**config.mk**
```make
export PLATFORM = sky130hd
export DESIGN_NAME = pgb_divider
export DESIGN_NICKNAME = d
export VERILOG_FILES = /design/src/design/pgb_divider.sv
export SDC_FILE = /design/constraint.sdc
export NUM_CORES = 1
export LEC_CHECK = 0
export BUFFER_PORTS_ARGS = -buffer_cell sky130_fd_sc_hd__buf_2
export CORE_MARGIN = 4
export CORE_UTILIZATION = 40
export CTS_BUF_LIST = sky130_fd_sc_hd__clkbuf_8
export CTS_CLUSTER_DIAMETER = 150
export DETAILED_ROUTE_END_ITERATION = 10
export GPL_TIMING_DRIVEN = 0
export SLEW_MARGIN = 20
export SYNTH_ARGS = -nofsm -noshare
export SYNTH_HDL_FRONTEND = slang
export SYNTH_SLANG_ARGS = --single-unit
```
**constraint.sdc**
```tcl
create_clock -name i_clk -period 8.3 [get_ports i_clk]
set_input_delay 0 -clock i_clk [delete_from_list [all_inputs] [get_ports i_clk]]
set_output_delay 0 -clock i_clk [all_outputs]
set_load 0.01 [all_outputs]
```
**src/design/pgb_divider.sv**
```systemverilog
// ----------------------------------------------------------------------------
// pgb_divider
// Pipelined restoring divider, one quotient bit per stage. The quotient is
// known to fit in Q_W bits; one division per cycle.
// ----------------------------------------------------------------------------
module pgb_divider #(
    parameter int DEN_W = 18,
    parameter int Q_W   = 11
) (
    input  logic                   i_clk,
    input  logic [DEN_W+Q_W-1:0]   i_num,
    input  logic [DEN_W-1:0]       i_den,
    output logic [Q_W-1:0]         o_quot
);

    localparam int NUM_W = DEN_W + Q_W;

    logic [NUM_W-1:0] r_rem  [Q_W];
    logic [NUM_W-1:0] n_rem  [Q_W];
    logic [DEN_W-1:0] r_den  [Q_W];
    logic [DEN_W-1:0] n_den  [Q_W];
    logic [Q_W-1:0]   r_quot [Q_W];
    logic [Q_W-1:0]   n_quot [Q_W];

    // compare against the shifted divisor, subtract where it fits
    always_comb begin
        logic [NUM_W-1:0] v_rem;
        logic [NUM_W-1:0] v_dsh;
        logic [DEN_W-1:0] v_den;
        logic [Q_W-1:0]   v_quot;
        int               v_idx;
        for (int k = 0; k < Q_W; k++) begin
            v_idx  = (k == 0) ? 0 : k - 1;
            v_rem  = (k == 0) ? i_num : r_rem[v_idx];
            v_den  = (k == 0) ? i_den : r_den[v_idx];
            v_quot = (k == 0) ? '0 : r_quot[v_idx];
            v_dsh  = NUM_W'(v_den) << (Q_W - 1 - k);
            if (v_rem >= v_dsh) begin
                n_rem[k]  = v_rem - v_dsh;
                n_quot[k] = {v_quot[Q_W-2:0], 1'b1};
            end else begin
                n_rem[k]  = v_rem;
                n_quot[k] = {v_quot[Q_W-2:0], 1'b0};
            end
            n_den[k] = v_den;
        end
    end

    // advance all stages
    always_ff @(posedge i_clk) begin
        r_rem  <= n_rem;
        r_den  <= n_den;
        r_quot <= n_quot;
    end

    assign o_quot = r_quot[Q_W-1];

endmodule

```
**After elaboration in Yosys (flattened, before gate mapping)**

Index checks and enable logic that the tools add are counted.

- Logic and storage cells: 73
- Register bits: 536
- Input port bits: 48

- Mux-type cells: 21
- Add/sub/neg operators: 10
- Order comparisons: 11

Operators with widths:

| kind | number |
|---|---|
| 29-bit two-way mux | 10 |
| 29-bit by 18-bit >= comparator with 1-bit output | 1 |
| 29-bit by 19-bit >= comparator with 1-bit output | 1 |
| 29-bit by 20-bit >= comparator with 1-bit output | 1 |
| 29-bit by 21-bit >= comparator with 1-bit output | 1 |
| 29-bit by 22-bit >= comparator with 1-bit output | 1 |
| 29-bit by 23-bit >= comparator with 1-bit output | 1 |
| 29-bit by 24-bit >= comparator with 1-bit output | 1 |
| 29-bit by 25-bit >= comparator with 1-bit output | 1 |
| 29-bit by 26-bit >= comparator with 1-bit output | 1 |
| 29-bit by 27-bit >= comparator with 1-bit output | 1 |
| 29-bit by 28-bit >= comparator with 1-bit output | 1 |
| 29-bit by 19-bit subtractor with 29-bit output | 1 |
| 29-bit by 20-bit subtractor with 29-bit output | 1 |
| 29-bit by 21-bit subtractor with 29-bit output | 1 |
| 29-bit by 22-bit subtractor with 29-bit output | 1 |
| 29-bit by 23-bit subtractor with 29-bit output | 1 |
| 29-bit by 24-bit subtractor with 29-bit output | 1 |
| 29-bit by 25-bit subtractor with 29-bit output | 1 |
| 29-bit by 26-bit subtractor with 29-bit output | 1 |
| 29-bit by 27-bit subtractor with 29-bit output | 1 |
| 29-bit by 28-bit subtractor with 29-bit output | 1 |
| 1-bit two-way mux | 11 |

**Logic depth before layout (Yosys ltp)**

- Depth in word-level cells: 2
- Gate-level depth with buffers: 14
- Mapped depth without buffers: 13

**Least setup slack after synthesis**

Ideal clock, no wire load.

- Path kind: register -> register
- Start: register r_rem[299] (netlist bit)
- End: register r_rem[284] (netlist bit)
- Arrival: 2.955 ns
- Buffers on the path: 1
- Cell stages (with the launch flop): 13
- Library setup time: 0.130 ns
- Slack: 5.215 ns
- Data required time: 8.170 ns
- Cells stage by stage: dfxtp_1 inv_1 ha_1 inv_1 fa_1 a211oi_1 o21ai_0 a2111oi_0 o31a_1 nor2_1 a2111oi_4 clkbuf_1 o21ai_0

RTL lines:

| what | line | text |
|---|---|---|
| start: declaration | 18 | `logic [NUM_W-1:0] r_rem [Q_W];` |
| start signal: assignment | 51 | `r_rem <= n_rem;` |

==> qor.csv <==
stage,metric,value,unit
run_status,status,"finished, final reports clean",
final_layout,synth-to-layout area growth,16.8,%
route,Avg Vias per Cell,5.15,
timing,unrepaired setup endpoints after global routing,no,
setup_path,Max Fanout on Critical Path,10,
synthesis,most instantiated library cell after synthesis,dfxtp_1,
synthesis,leading post-synthesis cells by cell area,"dfxtp_1 45%, ha_1 10%, inv_1 3.8%, a21oi_1 3.8%, xnor2_1 3.7%",
setup_path,CP dominant cell by count,clkbuf_1,
power_and_ir_drop,Sw Pwr,0.00403,W
place,placed insts,3435,
route,detail-routed net length per standard cell,16.4,um
final_layout,share of layout cells above drive strength 1,9.50,%
timing,fin. max-slew vios,0,
timing,f_max,226,MHz
synthesis,mapped cell area,24100,um^2
route,DR iter-0 viols,1008,
timing,Slew HR,32.0,%
timing,Setup TNS,0,ns
timing,clock skew,0.0321,ns
place,# port buffers,58,
power_and_ir_drop,Logic pwr share,42.4,%
floorplanning,row cnt,89,
place,pre-CTS setup slack,3.93,ns
synthesis,register area share after synthesis,44.5,%
cts,CTS tree,built,
cts,"Reg clk slew, reported paths",0.06,ns
cts,buffer depth of the longest clock path,3,
global_routing,Tot GR Track Use,18.8,%
route,Antenna Nets Post-Route,0,
route,Routed WL,60.3,mm
setup_path,CP max stage cell,nor4_1,
setup_path,max incr delay on CP,0.68,ns
floorplanning,core area,59400,um^2
power_and_ir_drop,Net Sw Frac,37.5,%
floorplanning,Die H,253,um
cts,Sink Count,536,
setup_path,critical path arrival,4.96,ns
synthesis,Synth Warn #,0,
synthesis,Post-synth EDFFs,0,
timing,period utilization,53.3,%
global_routing,initial antenna violation count,2,
synthesis,Synthesized Nets,2860,
timing,Tmin final,4.42,ns
setup_path,Top Family by Delay on Critical Path,simple AND/OR/NAND/NOR gates,
setup_path,crit path buf inv count,3,
floorplanning,Die Footprint,64300,um^2
place,DP HPWL,46.7,mm
cts,clock latency on the worst-skew pair,0.69,ns
power_and_ir_drop,Reg power frac,34.9,%
global_routing,vias in the first global route,19900,
timing,final hold vios,0,
place,routability cong.,0.953,
synthesis,gate count after technology mapping,2604,
route,DRC viols,0,
setup_path,Critical Path End Type,flip-flop,
cts,root buf cell,clkbuf_8,
floorplanning,Die Span X,253,um
final_layout,Final #Nets,3092,
synthesis,synth unique cells,75,
synthesis,syn_area_per_cell,9.26,um^2
cts,H-tree depth,3,
power_and_ir_drop,pwr/cell area,382,nW/um^2
power_and_ir_drop,Leak,12.6,nW
setup_path,kind of critical path,flip-flop to flip-flop,
floorplanning,# IOs,59,
setup_path,Worst Path Required,8.84,ns
timing,Least-Margin Pin Slew,1.01,ns
cts,post-cts sizing count,0,
route,First-pass DRT Iterations,5,
cts,Post-CTS Setup Inserts,0,
power_and_ir_drop,P_int,0.00672,W
synthesis,Yosys top cell area share,44.5,%
cts,clock buffer count from CTS,89,
power_and_ir_drop,"IR drop worst, VDD",164,uV
global_routing,total gr overflow,0,
final_layout,"non-filler cells, final",3682,
worst_hold_path,HP Class,input port to flip-flop,
floorplanning,initial core utilization,40.6,%
global_routing,pin count of the biggest net entering global routing,15,
synthesis,"Primary FF master, synth",dfxtp_1,
power_and_ir_drop,PnR Total Power,0.0108,W
timing,"Setup violations, final",0,
timing,Final WS setup,3.88,ns
synthesis,Synth Register Bits,536,
setup_path,crit path cell chain,inv_1 -> ha_1 -> or4b_2 -> nor4_1 -> a2111oi_0 -> a21boi_0 -> a31oi_1 -> clkbuf_1 -> clkbuf_1 -> a21oi_1,
synthesis,biggest area consumer among synthesized cells,dfxtp_1,
global_routing,global-route wire length before repair,97.7,mm
synthesis,most frequent cells after synthesis,"536 x dfxtp_1, 246 x inv_1, 198 x ha_1",
setup_path,CP startpoint kind,flip-flop,
flow_run,Max Cap Viol,0,
route,Vias,19000,
synthesis,ys async rst share,0,%
power_and_ir_drop,clock share of power,22.7,%
-- cells by family after synthesis --
kind of cell	synth area share (%)
AND/OR/NAND/NOR	14.1
adder cells (fa/ha/maj)	11.1
XOR/XNOR	6.65
AO/OA/AOI/OAI	17.0
buffers and inverters	4.71
flip-flops	44.5
multiplexers	1.93
-- final timing paths --
path                      start            endpoint  slack (ns)  cells after the start
min                   i_num[19]  r_rem[309]$_DFF_P_        0.13                      4
max reg2reg  r_rem[149]$_DFF_P_  r_rem[128]$_DFF_P_        3.88                     10
min reg2reg  r_quot[66]$_DFF_P_  r_quot[56]$_DFF_P_        0.31                      0
max          r_rem[149]$_DFF_P_  r_rem[128]$_DFF_P_        3.88                     10
-- registers in the layout, indices dropped and copies added (netlist names) --
| register | flops |
|---|---|
| o_quot | 11 |
| n_den | 180 |
| r_rem | 290 |
| r_quot | 55 |
-- per-stage QoR --
step	hold WS [ns]	utilization [%]	area, um^2
finish	0.133	47.4	28200
global route	0.104	47.4	28200
CTS	0.0720	47.4	28100
detailed placement	0.120	42.7	25400
global placement	0.118	42.7	25400
floorplan	0.0277	-	24100
-- power groups by stage --
stage	combinational [W]	clock (W)	sequential (W)
after floorplan	0.00353	0	0.00364
after global placement	0.00438	0	0.00379
after detailed placement	0.00445	0	0.00380
after CTS	0.00452	0.00252	0.00375
after global routing	0.00509	0.00264	0.00383
final	0.00456	0.00244	0.00375
-- final cells by class --
cell class,count,area (um^2)
antenna,3,7.51
buffer,52,211
clock buffer,114,1570
clock inverter,47,378
fill,5568,31200
inverter,246,923
multi-input combinational,1770,12200
sequential,536,10700
tap,773,967
timing repair buffer,141,1120
-- metal layers --
metal  global-route usage (%)  wire length [um]
met5                        0                 0
met4                     11.1              3450
met3                     3.35              2030
met2                     35.1             30900
met1                     19.5             23900
-- repair_timing --
| action | CTS | global route |
|---|---|---|
| setup endpoints to repair | 0 | 0 |
| hold buffers | 83 | 0 |
| hold endpoints to repair | 47 | 0 |
-- placed cells by master, fill, tap and decap left out, types with 59 or more instances in the layout --
| cell type | synthesis | final |
|---|---|---|
| dfxtp_1 | 536 | 536 |
| a21oi_1 | 183 | 183 |
| xor2_1 | 81 | 81 |
| inv_1 | 246 | 263 |
| nor2_1 | 172 | 172 |
| ha_1 | 198 | 198 |
| o21ai_0 | 176 | 176 |
| xnor2_1 | 102 | 102 |
| clkbuf_8 | 0 | 114 |
| buf_2 | 1 | 59 |
| a21o_1 | 71 | 71 |
| dlygate4sd3_1 | 0 | 83 |
| nand2_1 | 185 | 185 |
-- worst register-to-register path, cell delays in order, from the launching register on --
cell       delay, ns
dfxtp_1         0.33
inv_1           0.05
ha_1            0.29
or4b_2          0.65
nor4_1          0.68
a2111oi_0       0.29
a21boi_0        0.20
a31oi_1         0.58
clkbuf_1        0.58
clkbuf_1        0.49
a21oi_1         0.14
No activity file was read; power rests on OpenSTA's default activity.
