### config.mk
export PLATFORM = sky130hd
export DESIGN_NAME = pgb_delay
export DESIGN_NICKNAME = d
export VERILOG_FILES = /design/src/design/pgb_delay.sv
export SDC_FILE = /design/constraint.sdc
export NUM_CORES = 1
export LEC_CHECK = 0
export ABC_AREA = 1
export BUFFER_PORTS_ARGS = -buffer_cell sky130_fd_sc_hd__buf_2
export CAP_MARGIN = 20
export CORE_AREA = 3 3 40 42
export CTS_CLUSTER_SIZE = 24
export DETAILED_ROUTE_END_ITERATION = 10
export DIE_AREA = 0 0 43 45
export PLACE_DENSITY_LB_ADDON = 0.2
export SYNTH_ARGS = -nofsm -noshare
export SYNTH_HDL_FRONTEND = slang
export SYNTH_SLANG_ARGS = --single-unit
### constraint.sdc
create_clock -name i_clk -period 1 [get_ports i_clk]
set_clock_uncertainty 0.05 [all_clocks]
set_input_delay 0.05 -clock i_clk [delete_from_list [all_inputs] [get_ports i_clk]]
set_output_delay 0.05 -clock i_clk [all_outputs]
set_load 0.05 [all_outputs]
### src/design/pgb_delay.sv
// ----------------------------------------------------------------------------
// pgb_delay
// Fixed-length delay line that keeps side data aligned with the arithmetic
// units. The whole line clears on reset so no stale valid bit escapes.
// ----------------------------------------------------------------------------
module pgb_delay #(
    parameter int WIDTH = 8,
    parameter int DEPTH = 1
) (
    input  logic             i_clk,
    input  logic             i_rst_n,
    input  logic [WIDTH-1:0] i_data,
    output logic [WIDTH-1:0] o_data
);

    generate
        if (DEPTH == 0) begin : g_none
            // zero length: pass straight on
            assign o_data = i_data;
        end else begin : g_line
            logic [WIDTH-1:0] r_line [DEPTH];

            // shift one place per cycle
            always_ff @(posedge i_clk) begin
                if (!i_rst_n) begin
                    r_line <= '{default: '0};
                end else begin
                    r_line[0] <= i_data;
                    for (int k = 1; k < DEPTH; k++) begin
                        r_line[k] <= r_line[k-1];
                    end
                end
            end

            assign o_data = r_line[DEPTH-1];
        end
    endgenerate

endmodule

# == Word level (Yosys, flattened, before mapping) ==
# Index checks and enable logic that the tools add are counted.
# word_totals
input_bits,10
reg_bits,8
word_cells,1
output_inout_bits,8

# == Longest topological paths before layout ==
# Gate-level depths: netlist of run 1.
# depth
ltp_word,0
depth_mapped,3
mapped_depth_nobuf,2

# == Worst setup path after synthesis of run 1 ==
# OpenSTA, ideal clock, no wires.
# synth_path
path_kind,register to output
from,register g_line.r_line (netlist bit o_data[0])
to,output port o_data[0]
required_ps,900
arrival_ps,587
path_stages_with_launch,1
path_buffers,0
slack_ps,313
path_cell_list,dfxtp_1
# synth_rtl
element,line,rtl
from (decl),21,logic [WIDTH-1:0] r_line [DEPTH];
"from (signal, indexed assignment)",30,r_line[k] <= r_line[k-1];
to (decl),13,output logic [WIDTH-1:0] o_data
# No word-level cell between the ends.

# == Worst setup path after layout of run 1 ==
# layout_path
from,register g_line.r_line (netlist bit o_data[2])
to,output port o_data[2]
# No word-level cell between the ends.

==> impl_metrics.yaml, run 1 <==
pwr:
  power.total_w: 0.000706
  p_per_area_mw_per_mm2: 1650
  combPwrFrac_pct: 19.0
  power_switching_w: 0.000184
  vdd_drop_max_mv: 0.530
  clkPwrFrac_pct: 33.0
  power.leakage_nw: 0.268
  p_int_w: 0.000522
  p_sw_share_pct: 26.0
  pwr-share-seq_pct: 48.1
logic_synthesis:
  ys_seq_elements: 8
  synth-seq-area-share_pct: 71.1
  synth_cells: 25
  syn_area_per_cell_sq_um: 9.01
  ys_types: 4
  syn-cell-area_sq_um: 225
  syn_nets: 35
  yosys_warnings: 0
detailed_routing:
  dr_total_vias: 230
  wl_met3_microns: 60
  final_antenna_net_count: 0
  wl_met2_microns: 246
  wirelength_microns: 476
  drt-pass1-iter-count: 4
  drt_iter0_markers: 1
  top_layer: "met3"
  drcViolationCount: 0
  wl_per_cell_microns: 7.10
  vias_per_cell: 3.43
  wl_met1_microns: 168
global_routing:
  grt_pass1_vias: 204
  overflow: 0
  grt_first_pass_wirelength_microns: 717
  grt_max_degree: 9
  grt_antenna_before_repair: 0
  grt.total_usage_pct: 5.83
setup_path:
  cp.buffers_inverters: 1
  cpLargestDelayFamily: "flip-flops"
  critical_path_arrival_ns: 0.79
  critPathKind: "reg2out"
  end_kind: "output pin"
  path_cells: "buf_2"
  cp_slowest_stage_delay_ns: 0.30
  worstPathRequired_ns: 0.90
  slowest_stage: "dfxtp_1"
  worstPathMaxFanout: 1
  worstSetupStartpointType: "flip-flop"
run:
  cap_violations: 0
clock_network:
  cts_resized: 0
  clk_pin_slew_ns: 0.05
  clkSinkCount: 8
  clk_path_buf_depth: 2
  root_buffer: "clkbuf_4"
  numCtsBuffers: 3
  tritoncts: "built"
  htreeDepth: 1
cells_and_area:
  fillers: 153
  fin_cells: 67
  final_cell_mix: "buf_2 (17), nand2_1 (8), inv_1 (8), dlygate4sd3_1 (8), dfxtp_1 (8)"
  utilization_pct: 33.2
  largest_reg_flops: 8
  final_common_cell: "buf_2"
  nets: 64
  syn2layout_area_growth_pct: 89.4
  diodes: 0
  drive_gt1_share_pct: 38.5
timing:
  holdWs_ns: 0.0425
  fmax_mhz: 1120
  finalHoldViolCount: 0
  slew_viol_final: 0
  setup-tns-final_ns: 0
  finalSetupViolCount: 0
  min_period_over_period_pct: 89.2
  slew-limit-headroom_pct: 83.4
  rsz0062_at_grt: "no"
  worst_pin_slew_ns: 0.250
  min_period_ns: 0.892
floorplanning:
  io_pins: 18
  die-area_sq_mm: 0.00194
  die_x_microns: 43
  die_h_microns: 45
  initial_core_util_pct: 17.5
  core_sq_mm: 0.00128
  num_rows: 13
worst_hold_path:
  hold_class: "in2reg"
place:
  gp_congestion: 0.560
  io_buffers: 17
  dp_cells: 56
status:
  status: "complete, no violations"
[power groups by stage]
stage	registers, W	logic (W)	clock network [W]
6_report	0.000339	0.000134	0.000233
5_1_grt	0.000341	0.000142	0.000273
4_1_cts	0.000339	0.000135	0.000252
3_5_place_dp	0.000346	0.000112	0
3_3_place_gp	0.000346	0.000111	0
2_1_floorplan	0.000408	0.0000153	0
[metal layers]
metal	vias to the layer above	global-route usage (%)
met5	-	0
met4	0	7.23
met3	0	3.59
met2	12	8.68
met1	96	4.83
li1	122	-
[Yosys cell counts]
cell type	n	area (sq um)
buf_2	1	5.00
dfxtp_1	8	160
nand2_1	8	30.0
inv_1	8	30.0
[layout make-up]
cell class              instances  area [sq um]  area share [%]
multi-input cells               8          30.0            7.04
well taps                      15          18.8            4.40
inverters                       8          30.0            7.04
clock buffers                   3          22.5            5.28
repair buffers                 25           165            38.7
flip-flops and latches          8           160            37.5
[path summary, 6_finish.rpt]
| check | startpoint | end | depth (start not counted) |
|---|---|---|---|
| max | o_data[2]$_SDFF_PN0_ | o_data[2] | 1 |
| min | i_rst_n | o_data[0]$_SDFF_PN0_ | 3 |
[through the flow]
| stage | setup WS [ns] | instance area (sq um) |
|---|---|---|
| 2_1_floorplan | 0.313 | 225 |
| 5_1_grt | 0.0562 | 427 |
| 4_1_cts | 0.0907 | 427 |
| 6_report | 0.108 | 427 |
| 3_5_place_dp | 0.366 | 324 |
| 3_3_place_gp | 0.366 | 324 |
[timing repair]
| item | 4_1_cts | 5_1_grt |
|---|---|---|
| hold endpoints to repair | 8 | 0 |
| hold buffers | 8 | 0 |
| setup buffers | 0 | 0 |
[cell families after synthesis]
group                  after synthesis  synth area share [%]
AND/OR/NAND/NOR                      8                  13.3
buffers and inverters                9                  15.6
flip-flops                           8                  71.1
Note: power is estimated with default switching activity, not from simulation.
==> inputs of run 2 (changes only) <==
ABC_AREA = not set   (was 1)
==> run 2 against run 1 <==
- global-route usage decreased by 0.24 points
- synthesized area decreased by 6.7%
- total power about the same
- final cell count decreased by 12%
- sequential power about the same
- critical path type unchanged
- highest routed layer unchanged
==> impl_metrics.yaml, run 2 <==
setup_path:
  critical_path_arrival_ns: 0.80
  cp.buffers_inverters: 1
  end_kind: "output pin"
  worstPathMaxFanout: 1
  cp_slowest_stage_delay_ns: 0.30
  path_cells: "buf_2"
  cpLargestDelayFamily: "flip-flops"
  worstSetupStartpointType: "flip-flop"
  slowest_stage: "dfxtp_1"
  worstPathRequired_ns: 0.90
  critPathKind: "reg2out"
cells_and_area:
  drive_gt1_share_pct: 45.5
  nets: 56
  syn2layout_area_growth_pct: 98.2
  fillers: 140
  diodes: 0
  final_common_cell: "buf_2"
  fin_cells: 59
  final_cell_mix: "buf_2 (17), and2_1 (8), dlygate4sd3_1 (8), dfxtp_1 (8), clkbuf_4 (3)"
  largest_reg_flops: 8
logic_synthesis:
  synth-seq-area-share_pct: 76.2
  ys_types: 2
  synthMuxAreaShare_pct: 0
  synth-simple-area-share_pct: 23.8
  synth_commonest_cells: "and2_1 (8), dfxtp_1 (8)"
  synthAdderAreaFrac_pct: 0
  synth_largest_area_cell: "dfxtp_1"
  synth_compound_area_share_pct: 0
  syn_area_per_cell_sq_um: 13.1
  syn-cell-area_sq_um: 210
  ys.flop_type: "dfxtp_1"
  yosys_warnings: 0
  synth_edf_count: 0
  synthXorXnorAreaFrac_pct: 0
  synth_cells: 16
  synth_top_family_by_area: "simple AND/OR/NAND/NOR gates"
  ys_seq_elements: 8
  synthTopCellsByArea: "dfxtp_1 (76%), and2_1 (24%)"
  synthArstFlopShare_pct: 0
  syn_nets: 26
  synth_top_area_share_pct: 76.2
detailed_routing:
  wirelength_microns: 472
  wl_per_cell_microns: 8.00
  drt_iter0_markers: 0
  final_antenna_net_count: 0
  dr_total_vias: 208
  drcViolationCount: 0
  drt-pass1-iter-count: 1
  vias_per_cell: 3.53
global_routing:
  grt_first_pass_wirelength_microns: 696
  grt.total_usage_pct: 5.60
  grt_max_degree: 9
  overflow: 0
  grt_pass1_vias: 192
  grt_antenna_before_repair: 0
place:
  dp_cells: 48
  io_buffers: 17
  dp_slack_ns: 0.361
  gp_congestion: 0.625
timing:
  setup-tns-final_ns: 0
  slew-limit-headroom_pct: 83.3
  finalSetupViolCount: 0
  min_period_over_period_pct: 90.0
  worst_slack_ns: 0.0995
  rsz0062_at_grt: "no"
  slew_viol_final: 0
  finalHoldViolCount: 0
  fmax_mhz: 1110
  min_period_ns: 0.900
  worst_pin_slew_ns: 0.252
pwr:
  p_int_w: 0.000525
  clkPwrFrac_pct: 33.3
  p_per_area_mw_per_mm2: 1690
  pwr-share-seq_pct: 48.1
  p_sw_share_pct: 25.6
  vdd_drop_max_mv: 0.517
  power.leakage_nw: 0.209
  power_switching_w: 0.000181
  combPwrFrac_pct: 18.5
clock_network:
  clkSinkCount: 8
  clk_path_buf_depth: 2
  clk_pin_slew_ns: 0.05
  numCtsBuffers: 3
  root_buffer: "clkbuf_4"
  cts_resized: 0
  post_cts_buffers: 0
  tritoncts: "built"
  hold_buffers: 8
  htreeDepth: 1
floorplanning:
  initial_core_util_pct: 16.4
  io_pins: 18
  num_rows: 13
  die_x_microns: 43
  core_sq_mm: 0.00128
  die_h_microns: 45
  die-area_sq_mm: 0.00194
worst_hold_path:
  worstHoldStart: "i_rst_n"
  min_to: "o_data[4]$_SDFF_PN0_"
  hold_class: "in2reg"
  holdPathStages: 2
run:
  cap_violations: 0
status:
  status: "complete, no violations"
==> run 2: per-layer routing <==
metal | global-route usage, % | vias to the layer above | part of all wire (%)
li1 | - | 105 | -
met1 | 3.65 | 88 | 37
met2 | 9.28 | 15 | 47
met3 | 5.98 | 0 | 16
met4 | 3.61 | 0 | 0
met5 | 0 | - | 0
==> run 2: per-stage QoR <==
stage | utilization [%] | cell area (sq um) | total power, W | hold slack (ns)
finish | 32.4 | 417 | 0.000705 | 0.0393
CTS | 32.4 | 417 | 0.000728 | 0.0349
detailed placement | 24.4 | 314 | 0.000454 | 0.211
global route | 32.4 | 417 | 0.000753 | 0.0537
global placement | 24.4 | 314 | 0.000453 | 0.204
floorplan | - | 210 | 0.000419 | 0.122
==> run 2: power by group through the flow <==
stage / logic [W] / registers, W / clock network [W]
2_1_floorplan: 0.0000103 / 0.000408 / 0
3_3_place_gp: 0.000107 / 0.000346 / 0
3_5_place_dp: 0.000108 / 0.000346 / 0
4_1_cts: 0.000132 / 0.000339 / 0.000257
5_1_grt: 0.000139 / 0.000340 / 0.000274
6_report: 0.000131 / 0.000340 / 0.000235
==> run 2: how the worst max path moves through the flow <==
stage                          from         to  slack, ns  cells past startpoint
6_report       o_data[0]$_SDFF_PN0_  o_data[0]        0.1                      1
5_1_grt        o_data[0]$_SDFF_PN0_  o_data[0]       0.05                      1
4_1_cts        o_data[3]$_SDFF_PN0_  o_data[3]       0.08                      1
3_5_place_dp   o_data[3]$_SDFF_PN0_  o_data[3]       0.36                      1
3_3_place_gp   o_data[1]$_SDFF_PN0_  o_data[1]       0.36                      1
2_1_floorplan  o_data[0]$_SDFF_PN0_  o_data[0]       0.31                      0
==> run 2: cell families after synthesis <==
| group | count (synthesis) |
|---|---|
| flops | 8 |
| simple gates | 8 |
==> run 2: layout make-up <==
class	instances	area (sq um)	area share, %
flip-flops and latches	8	160	38.4
multi-input cells	8	50.0	12.0
well taps	15	18.8	4.50
clock buffers	3	22.5	5.41
repair buffers	25	165	39.6
