==> src/design/pgb_sqrt.sv <==
// ----------------------------------------------------------------------------
// pgb_sqrt
// Pipelined integer square root, one result bit per stage (restoring
// digit method); it takes one radicand per cycle.
// ----------------------------------------------------------------------------
module pgb_sqrt #(
    parameter int IN_W = 36
) (
    input  logic              i_clk,
    input  logic [IN_W-1:0]   i_rad,
    output logic [IN_W/2-1:0] o_root
);

    localparam int OUT_W = IN_W / 2;
    localparam int REM_W = OUT_W + 3;

    logic [REM_W-1:0] r_rem  [OUT_W];
    logic [REM_W-1:0] n_rem  [OUT_W];
    logic [OUT_W-1:0] r_root [OUT_W];
    logic [OUT_W-1:0] n_root [OUT_W];
    logic [IN_W-1:0]  r_rad  [OUT_W];
    logic [IN_W-1:0]  n_rad  [OUT_W];

    // bring down two radicand bits and try the next root bit in each stage
    always_comb begin
        logic [REM_W-1:0] v_rem;
        logic [REM_W-1:0] v_sh;
        logic [REM_W-1:0] v_trial;
        logic [OUT_W-1:0] v_root;
        logic [IN_W-1:0]  v_rad;
        int               v_idx;
        for (int k = 0; k < OUT_W; k++) begin
            v_idx  = (k == 0) ? 0 : k - 1;
            v_rem  = (k == 0) ? '0 : r_rem[v_idx];
            v_root = (k == 0) ? '0 : r_root[v_idx];
            v_rad  = (k == 0) ? i_rad : r_rad[v_idx];
            v_sh    = {v_rem[REM_W-3:0], v_rad[IN_W-1 -: 2]};
            v_trial = {1'b0, v_root, 2'b01};
            if (v_sh >= v_trial) begin
                n_rem[k]  = v_sh - v_trial;
                n_root[k] = {v_root[OUT_W-2:0], 1'b1};
            end else begin
                n_rem[k]  = v_sh;
                n_root[k] = {v_root[OUT_W-2:0], 1'b0};
            end
            n_rad[k] = {v_rad[IN_W-3:0], 2'b00};
        end
    end

    // advance all stages
    always_ff @(posedge i_clk) begin
        r_rem  <= n_rem;
        r_root <= n_root;
        r_rad  <= n_rad;
    end

    assign o_root = r_root[OUT_W-1];

endmodule

==> config.mk <==
export PLATFORM = sky130hd
export DESIGN_NAME = pgb_sqrt
export DESIGN_NICKNAME = d
export VERILOG_FILES = /design/src/design/pgb_sqrt.sv
export SDC_FILE = /design/constraint.sdc
export NUM_CORES = 1
export LEC_CHECK = 0
export BUFFER_PORTS_ARGS = -buffer_cell sky130_fd_sc_hd__clkbuf_2
export CORE_UTILIZATION = 31
export DETAILED_ROUTE_END_ITERATION = 10
export HOLD_SLACK_MARGIN = 0.12
export PLACE_DENSITY = 0.46
export SLEW_MARGIN = 20
export SYNTH_ARGS = -nofsm -noshare
export SYNTH_HDL_FRONTEND = slang
export SYNTH_SLANG_ARGS = --single-unit
==> constraint.sdc <==
create_clock -name i_clk -period 8.35 [get_ports i_clk]
set_input_delay 1.67 -clock i_clk [delete_from_list [all_inputs] [get_ports i_clk]]
set_output_delay 1.67 -clock i_clk [all_outputs]
set_load 0.01 [all_outputs]
# Word-level counts from Yosys, hierarchy flattened

Cells that the tools add are included.

Bits in registers: 784
Input bits: 37
Output and inout port bits: 18
Logic and storage cells: 123

Add/subtract/negate cells: 17
Order comparisons: 18
Mux-type cells: 35

Operators by type and width:

| operator                                     | number |
|---|---|
| two-way mux 19 bit                           | 16 |
| greater-or-equal comparator 21 x 10 -> 1 bit | 1 |
| greater-or-equal comparator 21 x 11 -> 1 bit | 1 |
| greater-or-equal comparator 21 x 12 -> 1 bit | 1 |
| greater-or-equal comparator 21 x 13 -> 1 bit | 1 |
| greater-or-equal comparator 21 x 14 -> 1 bit | 1 |
| greater-or-equal comparator 21 x 15 -> 1 bit | 1 |
| greater-or-equal comparator 21 x 16 -> 1 bit | 1 |
| greater-or-equal comparator 21 x 17 -> 1 bit | 1 |
| greater-or-equal comparator 21 x 18 -> 1 bit | 1 |
| greater-or-equal comparator 21 x 19 -> 1 bit | 1 |
| greater-or-equal comparator 21 x 3 -> 1 bit  | 1 |
| greater-or-equal comparator 21 x 4 -> 1 bit  | 1 |
| greater-or-equal comparator 21 x 5 -> 1 bit  | 1 |
| greater-or-equal comparator 21 x 6 -> 1 bit  | 1 |
| greater-or-equal comparator 21 x 7 -> 1 bit  | 1 |
| greater-or-equal comparator 21 x 8 -> 1 bit  | 1 |
| greater-or-equal comparator 21 x 9 -> 1 bit  | 1 |
| subtractor 19 x 10 -> 19 bit                 | 1 |
| subtractor 19 x 11 -> 19 bit                 | 1 |
| subtractor 19 x 12 -> 19 bit                 | 1 |
| subtractor 19 x 13 -> 19 bit                 | 1 |
| subtractor 19 x 14 -> 19 bit                 | 1 |
| subtractor 19 x 15 -> 19 bit                 | 1 |
| 14 further kinds                             | 31 |

# Longest topological paths before layout

Gate-level depths: netlist of run 1.

Word-level depth: 2
Gate-level depth with buffers: 12
Gate-level depth less buffers: 11

# Worst setup path before layout of run 1

Ideal clock, no wire load.

Kind: register to register
Start: reg r_rem[117] (netlist bit)
End: reg r_rem[88] (netlist bit)
Library setup time: 0.121 ns
Arrival time: 2.556 ns
Required time: 8.229 ns
Slack: 5.673 ns
Cell stages (with the launch flop): 10
Buffers on the path: 2
Clock period less this slack: 2.677 ns
Path through: dfxtp_1 > ha_1 > buf_6 > a2111o_1 > or2_0 > or4_1 > a21o_1 > a31o_1 > buf_6 > mux2_4

RTL lines:

| item                     | line | RTL |
|---|---|---|
| start: declaration       | 17   | `logic [REM_W-1:0] r_rem [OUT_W];` |
| start signal: assignment | 52   | `r_rem <= n_rem;` |

==> results of run 1 <==
-- flip-flops by register name (all words and copies together) (netlist names) --
register and count:
r_rem 301, r_rad 34, r_root 153, n_rad 272, o_root 18
-- cell usage after synthesis (11+ instances only) --
library cell | n | area, um2
a211oi_1 | 13 | 97.6
a21boi_0 | 17 | 128
a21o_1 | 50 | 375
a21oi_1 | 142 | 711
a31oi_1 | 11 | 68.8
and3_1 | 13 | 81.3
clkbuf_1 | 28 | 105
dfxtp_1 | 778 | 15600
ha_1 | 190 | 2380
inv_1 | 241 | 905
mux2_2 | 38 | 428
nand2_1 | 135 | 507
nand2b_1 | 37 | 231
nand3_1 | 32 | 160
nand4_1 | 28 | 175
nand4b_1 | 12 | 105
nor2_1 | 163 | 612
nor2b_1 | 27 | 169
nor3_1 | 68 | 340
nor4_1 | 35 | 219
o211ai_1 | 12 | 90.1
o21a_1 | 49 | 368
o21ai_0 | 120 | 601
o21bai_1 | 11 | 82.6
o31ai_1 | 25 | 188
or2_2 | 12 | 75.1
or3_1 | 33 | 206
or4_1 | 15 | 113
xnor2_1 | 124 | 1090
xor2_1 | 85 | 744
-- per-layer routing --
metal / GRT usage, % / share of wire [%]
met1: 16.2 / 48
met2: 20.0 / 45
met3: 2.25 / 4.8
met4: 4.42 / 2.1
met5: 0 / 0
-- path summary, 6_finish.rpt --
path / slack (ns) / from / cells past startpoint / end
worst min register to register: 0.31 / n_rad[215]$_DFF_P_ / 0 / r_rad[215]$_DFF_P_
worst max-delay path: 5.04 / r_root[108]$_DFF_P_ / 8 / r_rem[111]$_DFF_P_
worst max register to register: 5.04 / r_root[108]$_DFF_P_ / 8 / r_rem[111]$_DFF_P_
worst min-delay path: 0.31 / n_rad[215]$_DFF_P_ / 0 / r_rad[215]$_DFF_P_
-- through the flow --
| stage | setup WS [ns] | hold slack (ns) | instance area, um2 | utilization, % | std cells |
|---|---|---|---|---|---|
| floorplan | 5.67 | 0.310 | 28400 | - | 2718 |
| global placement | 5.04 | 0.310 | 30000 | 33.2 | 3910 |
| detailed placement | 4.95 | 0.312 | 30000 | 33.2 | 3910 |
| CTS | 4.95 | 0.322 | 32800 | 36.3 | 4057 |
| global route | 4.71 | 0.322 | 32900 | 36.3 | 4057 |
| finish | 5.04 | 0.315 | 32900 | 36.3 | 4057 |
-- critical path: cells and delay by family (launching register included) --
kind	cells	cell delay, ns
AOI/OAI and AO/OA	4	1.18
adders and majority gates	1	0.32
buffers and inverters	1	0.05
DFF	1	0.34
muxes	1	0.54
and+or+nand+nor	1	0.75
-- placed cells by master (no fill, tap or decap), types with 9 or more instances in the layout --
cell type,instances
clkbuf_8,17
xor2_1,85
a21boi_0,17
nor4_1,34
dfxtp_1,778
nand3b_1,9
o21bai_1,11
a21oi_2,10
mux2_2,38
nand2b_1,37
o21ai_0,120
nand4_1,28
nor2b_1,27
a211oi_1,13
or4_1,15
and3_1,13
xnor2_1,124
nand2_1,135
and2_1,10
ha_1,190
nand4b_1,12
nor2_1,163
o31ai_1,25
or3_1,33
inv_1,241
or2_2,12
nand3_1,32
nor2_4,9
clkbuf_2,54
o211ai_1,12
a31oi_1,11
clkinv_2,9
o21a_1,49
a21o_1,50
a31o_2,10
a21oi_1,142
nor3_1,68
clkbuf_1,12
clkbuf_16,84
-- logic make-up after synthesis --
| kind of cell | after synthesis | share of synthesized area (%) |
|---|---|---|
| buf+inv | 287 | 3.98 |
| fa+ha+maj | 190 | 8.36 |
| mux | 49 | 1.95 |
| simple gates | 666 | 12.2 |
| other cells | 1 | 0.0132 |
| flops | 778 | 54.8 |
| xor+xnor | 210 | 6.50 |
| compound gates | 537 | 12.2 |
-- area by class of cell --
| class | count | share of cell area (%) |
|---|---|---|
| well taps | 1176 | 4.48 |
| repair buffers | 60 | 0.960 |
| inverters | 243 | 2.78 |
| multi-input cells | 1653 | 35.8 |
| clock inverters | 34 | 1.36 |
| flip-flops and latches | 778 | 47.4 |
| clock buffers | 113 | 7.25 |
-- power by group through the flow --
stage	sequential (mW)	combinational, mW	clock (mW)
after global placement	4.90	1.84	0
after CTS	4.82	1.88	3.88
after global routing	4.88	2.13	4.04
after floorplan	4.72	1.51	0
after detailed placement	4.89	1.87	0
final	4.80	1.88	3.72
==> summary.md, run 1 <==
| Metric | Value |
|---|---|
| Status | complete, no violations |
| Starting Density | 31.4% |
| Slew @ Worst Pin | 0.945 ns |
| Share of layout cells above drive strength 1 | 10.0% |
| H-tree lvl count | 3 |
| Power density cells | 317 nW/um2 |
| Largest net degree at the start of global routing | 33 |
| Gate Count Post-Synth | 2,718 |
| CTS Hold Bufs | 0 |
| CP peak stage delay | 0.75 ns |
| GPL Wtd Cong | 0.848 |
| # setup viols final | 0 |
| DR vias | 18,600 |
| CP Cell Sequence | inv_1, ha_1, o21a_1, o21ai_0, a211oi_1, o211ai_1, nand3_1, mux2_2 |
| Unrepaired setup endpoints after global routing | false |
| Setup bufs post-CTS | 0 |
| Sequential Power Share | 46.2% |
| Ports | 55 |
| CTS tree | done |
| Leak Pwr | 15.2 nW |
| CTS resizes | 0 |
| CTS sink cnt | 778 |
| Initial DRT Pass Iterations | 6 |
| Comb pwr share | 18.1% |
| Sw Pwr | 2.90 mW |
| Worst Hold Class | reg2reg |
| Core footprint | 90,400 um2 |
| Inserted Clock Buffers | 82 |
| Fraction of power spent switching nets | 27.9% |
| Die H | 305 um |
| CP Class | reg2reg |
| First-pass GRT wire length | 93,800 um |
| Max-slew violation count | 0 |
| Critical Path AT | 3.81 ns |
| Footprint of the multi-input gates | 11,800 um2 |
| GRT overflow | 0 |
| Post-synth EDFFs | 0 |
| GRT Overall Usage | 12.3% |
| CP endpoint kind | flip-flop |
| Synthesis-stage register bit count | 778 |
| Max clock buf depth | 3 |
| Period utilisation layout | 39.6% |
| Final wirelength | 56,800 um |
| CP required | 8.85 ns |
| Final antenna-violating net count | 0 |
| CTS root buf | clkbuf_16 |
| Slowest cell on crit path | nand3_1 |
| DIE AREA | 92,900 um2 |
| Worst Path Max Fanout | 24 |
| Cell variety after synth | 83 |
| Antenna Cells | 0 |
| Iter 0 DRT Violations | 1,020 |
| Fmax | 0.302 GHz |
| Max Cap Viol | 0 |
| Ys Warns | 0 |
| Clock Pin Slew Worst Setup and Hold Paths | 0.06 ns |
| Fillers | 8,818 |
| Post-DP HPWL | 42,400 um |
| Relative slew slack | 36.4% |
| Top_reg_cell synth | dfxtp_1 |
| Post-Syn Nets | 2,945 |
| PortBufs | 54 |
| WL/cell | 14.0 um |
| Number of remaining DRC errors | 0 |
| Die W | 305 um |
| Nets | 3,045 |
| Total power | 10.4 mW |
| Ys async rst share | 0% |
| Startpoint type of the worst setup path | flip-flop |
| Setup tns final | 0 ns |
| Cell row count | 110 |
| Avg Vias per Cell | 4.59 |
| Vias in the first global route | 18,700 |
| FF+latch area | 15,600 um2 |
| Syn avg cell area | 10.5 um2 |
| Area of the mapped netlist | 28,400 um2 |
| Seq/Total Area, Yosys | 54.8% |
| Fin Clk Skew | 0.0122 ns |
| P&R area growth vs syn | 15.6% |
| Internal power | 7.50 mW |
| Antenna violations before repair | 0 |
| Hold Fails Final Rpt | 0 |
| Clk pwr share | 35.8% |
| Clk Latency, worst-skew pair | 0.62 ns |
| Crit path time final | 3.31 ns |
| Worst vdd ir | 0.128 mV |
(Power assumes the default switching activity.)
==> run 2, diff against run 1 <==
--- a/config.mk
+++ b/config.mk
@@ -5,6 +5,7 @@
 export SDC_FILE = /design/constraint.sdc
 export NUM_CORES = 1
 export LEC_CHECK = 0
+export ABC_AREA = 1
 export BUFFER_PORTS_ARGS = -buffer_cell sky130_fd_sc_hd__clkbuf_2
 export CORE_UTILIZATION = 31
 export DETAILED_ROUTE_END_ITERATION = 10
==> constraint.sdc (replaced) <==
create_clock -name i_clk -period 3.2 [get_ports i_clk]
set_input_delay 0.64 -clock i_clk [delete_from_list [all_inputs] [get_ports i_clk]]
set_output_delay 0.64 -clock i_clk [all_outputs]
set_load 0.01 [all_outputs]
==> summary.md, run 2 <==
| Metric | Value |
|---|---|
| Post-DP HPWL | 63,600 um (+50%) |
| GRT overflow | 0 (unchanged) |
| Iter 0 DRT Violations | 1,319 (+29%) |
| Sequential Power Share | 42.0% (-4.2 points) |
| Hold depth | 3 (+3) |
| Ports | 55 (unchanged) |
| Die H | 328 um (+7.5%) |
| First-pass GRT wire length | 129,000 um (+37%) |
| Die W | 328 um (+7.5%) |
| CTS tree | done |
| Status | complete, no violations |
| WHS | 0.184 ns (-0.131 ns) |
| Vias in the first global route | 24,900 (+33%) |
| CP Class | reg2reg |
| Seq/Total Area, Yosys | 47.4% (-7.4 points) |
| Startpoint type of the worst setup path | flip-flop |
| Worst vdd ir | 0.436 mV (+240%) |
| Clk Latency, worst-skew pair | 0.68 ns (+0.06 ns) |
| Period utilisation layout | 75.7% (+36 points) |
| Comb pwr share | 25.5% (+7.4 points) |
| Clock Pin Slew Worst Setup and Hold Paths | 0.06 ns (about the same) |
| Synthesis-stage register bit count | 778 (unchanged) |
| Cell family with most CP delay | simple AND/OR/NAND/NOR gates |
| Flop-to-flop setup slack | 0.78 ns (-4.26 ns) |
| Min-delay src | i_rad[35] |
| Final wirelength | 79,800 um (+40%) |
| CTS resizes | 0 (unchanged) |
| R2R Path End | r_rem[173]$_DFF_P_ |
| Fillers | 11,100 (+26%) |
| Post-Syn Nets | 4,530 (+54%) |
| Hold Fails Final Rpt | 0 (unchanged) |
| Most common cell after layout, fill and taps aside | nand2_1 |
| Worst Path Max Fanout | 14 (-42%) |
| Initial DRT Pass Iterations | 5 (-1) |
| Max-slew violation count | 0 (unchanged) |
| Max Cap Viol | 0 (unchanged) |
| CP Cell Sequence | inv_1, ha_1, nand2_1, inv_1, nand2_1, nand2_1, nand3_1, nand2_1, nor2_2, buf_4, nand2_1, o21ai_1 |
| GPL Wtd Cong | 0.865 (+2.0%) |
| Top_reg_cell synth | dfxtp_1 |
| R2R cell count | 12 (+4) |
| Syn avg cell area | 7.64 um2 (-27%) |
| Ys async rst share | 0% (unchanged) |
| Critical Path Most Common Cell | nand2_1 |
| DIE AREA | 107,000 um2 (+16%) |
| Largest net degree at the start of global routing | 24 (-27%) |
| Crit. path cell count | 12 (+4) |
| Core footprint | 105,000 um2 (+16%) |
| DR vias | 25,500 (+37%) |
| Synth top area cells | dfxtp_1 47%, nand2_1 16%, inv_1 7.6% |
| PortBufs | 54 (unchanged) |
| Antenna Cells | 0 (unchanged) |
| Worst Hold Class | in2reg |
| Count leader, synth | nand2_1 |
| Fin Clk Skew | 0.0541 ns (+0.0419 ns) |
| Max clock buf depth | 3 (unchanged) |
| CTS sink cnt | 778 (unchanged) |
| P&R area growth vs syn | 15.2% |
| Commonest cells in the netlist | 1,379 x nand2_1, 778 x dfxtp_1, 668 x inv_1 |
| Nets | 4,674 (+53%) |
| Area of the mapped netlist | 32,900 um2 (+16%) |
| CTS Hold Bufs | 35 (+35) |
| Inserted Clock Buffers | 84 (+2.4%) |
| Relative slew slack | 53.0% (+17 points) |
| Cell row count | 119 (+8.2%) |
| Setup tns final | 0 ns (unchanged) |
| Reg-to-Reg Start | r_root[163]$_DFF_P_ |
| GRT Overall Usage | 14.9% (+2.6 points) |
| Fraction of power spent switching nets | 34.2% (+6.3 points) |
| Yosys top cell area share | 47.4% (-7.4 points) |
| Cell variety after synth | 53 (-36%) |
| Antenna violations before repair | 1 (+1) |
| CP endpoint kind | flip-flop |
| Internal power | 20.1 mW (+170%) |
| CP peak stage delay | 0.54 ns (-0.21 ns) |
| Critical Path AT | 3.00 ns (-0.81 ns) |
| Number of remaining DRC errors | 0 (unchanged) |
| Fmax | 0.413 GHz (+37%) |
| CTS root buf | clkbuf_16 |
| Worst Hold End | r_rem[358]$_DFF_P_ |
| WL/cell | 13.5 um (-3.5%) |
| Setup bufs post-CTS | 0 (unchanged) |
| Power density cells | 808 nW/um2 (+160%) |
| Avg Vias per Cell | 4.32 (-6.0%) |
| Yosys top cell by area | dfxtp_1 |
| H-tree lvl count | 3 (unchanged) |
| Sw Pwr | 10.5 mW (+260%) |
| Clk pwr share | 32.6% (-3.2 points) |
| Share of layout cells above drive strength 1 | 6.56% (-3.5 points) |
| Slowest cell on crit path | nor2_2 |
| Leak Pwr | 20.0 nW (+32%) |
| Ys Warns | 0 (unchanged) |
| Final antenna-violating net count | 0 (unchanged) |
| Largest register by flop count | r_rem |
| Starting Density | 31.2% (-0.20 points) |
| Flip-flop count of the largest register after layout | 301 (unchanged) |
| Post-synth EDFFs | 0 (unchanged) |
| Gate Count Post-Synth | 4,303 (+58%) |
| Unrepaired setup endpoints after global routing | false |
| # setup viols final | 0 (unchanged) |
| CP required | 3.78 ns (-5.07 ns) |
| Slew @ Worst Pin | 0.703 ns (-0.242 ns) |
| Most frequent cells in the layout | 1,379 x nand2_1, 778 x dfxtp_1, 668 x inv_1 |
| Worst Path Buf+Inv | 3 (+2) |
| Crit path time final | 2.42 ns (-0.886 ns) |
==> run 2: cell types whose count changed in the layout (fill, tap and decap cells not counted), sizes merged, moves of 36 or more <==
cell	change
nor2	+195
nand3	+220
nand2b	-36
xnor2	-78
a21o	-47
mux2	-41
inv	+440
o21a	-45
nand2	+1261
==> run 2: final cells by class <==
type / count / area (um2) / area share [%]
Clock buffer: 120 / 2370 / 6.25
Clock inverter: 34 / 566 / 1.49
Inverter: 685 / 2580 / 6.81
Multi-Input combinational cell: 2805 / 14400 / 38.0
Sequential cell: 778 / 15600 / 41.1
Tap cell: 1391 / 1740 / 4.59
Timing Repair Buffer: 93 / 651 / 1.72
==> run 2: power by group through the flow <==
stage / Sequential, mW / Clock [mW] / Combinational (mW)
floorplan: 12.5 / 0 / 6.06
global placement: 13.1 / 0 / 7.77
detailed placement: 13.1 / 0 / 7.77
CTS: 12.9 / 10.3 / 7.85
global route: 13.1 / 10.7 / 8.99
finish: 12.9 / 9.97 / 7.80
==> run 2: worst max-delay path by stage <==
| stage | startpoint | end | slack [ns] |
|---|---|---|---|
| floorplan | r_root[306]$_DFF_P_ | r_rem[353]$_DFF_P_ | 1.43 |
| global placement | r_root[163]$_DFF_P_ | r_rem[171]$_DFF_P_ | 0.79 |
| detailed placement | r_root[163]$_DFF_P_ | r_rem[172]$_DFF_P_ | 0.80 |
| CTS | r_root[163]$_DFF_P_ | r_rem[173]$_DFF_P_ | 0.75 |
| global route | r_root[163]$_DFF_P_ | r_rem[173]$_DFF_P_ | 0.54 |
| finish | r_root[163]$_DFF_P_ | r_rem[173]$_DFF_P_ | 0.78 |
==> run 2: cells by family after synthesis <==
group / share of synthesized area (%)
buf+inv: 8.80
compound gates: 5.34
other cells: 0.0114
simple gates: 27.5
fa+ha+maj: 7.23
xor+xnor: 3.76
flops: 47.4
==> run 2: per-stage QoR <==
step	instance area, um2	power [mW]	cells	worst slack (ns)	util, %
floorplan	32900	18.5	4303	1.43	-
global placement	34600	20.9	5717	0.790	32.9
detailed placement	34600	20.9	5717	0.795	32.9
CTS	37900	31.1	5906	0.749	36.0
global route	37900	32.8	5906	0.537	36.0
finish	37900	30.6	5906	0.778	36.0
==> run 2: tightest hold or removal path: cells and delay by family <==
| kind | cells | cell delay, ns |
|---|---|---|
| simple gates | 1 | 0.05 |
| buf+inv | 2 | 0.14 |
==> run 2: layer usage <==
layer / wire length (um) / GRT usage [%] / part of all wire [%]
met5: 0 / 0 / 0
met3: 2770 / 2.09 / 3.5
met1: 37900 / 19.4 / 47
met2: 36700 / 24.9 / 46
met4: 2520 / 5.55 / 3.2
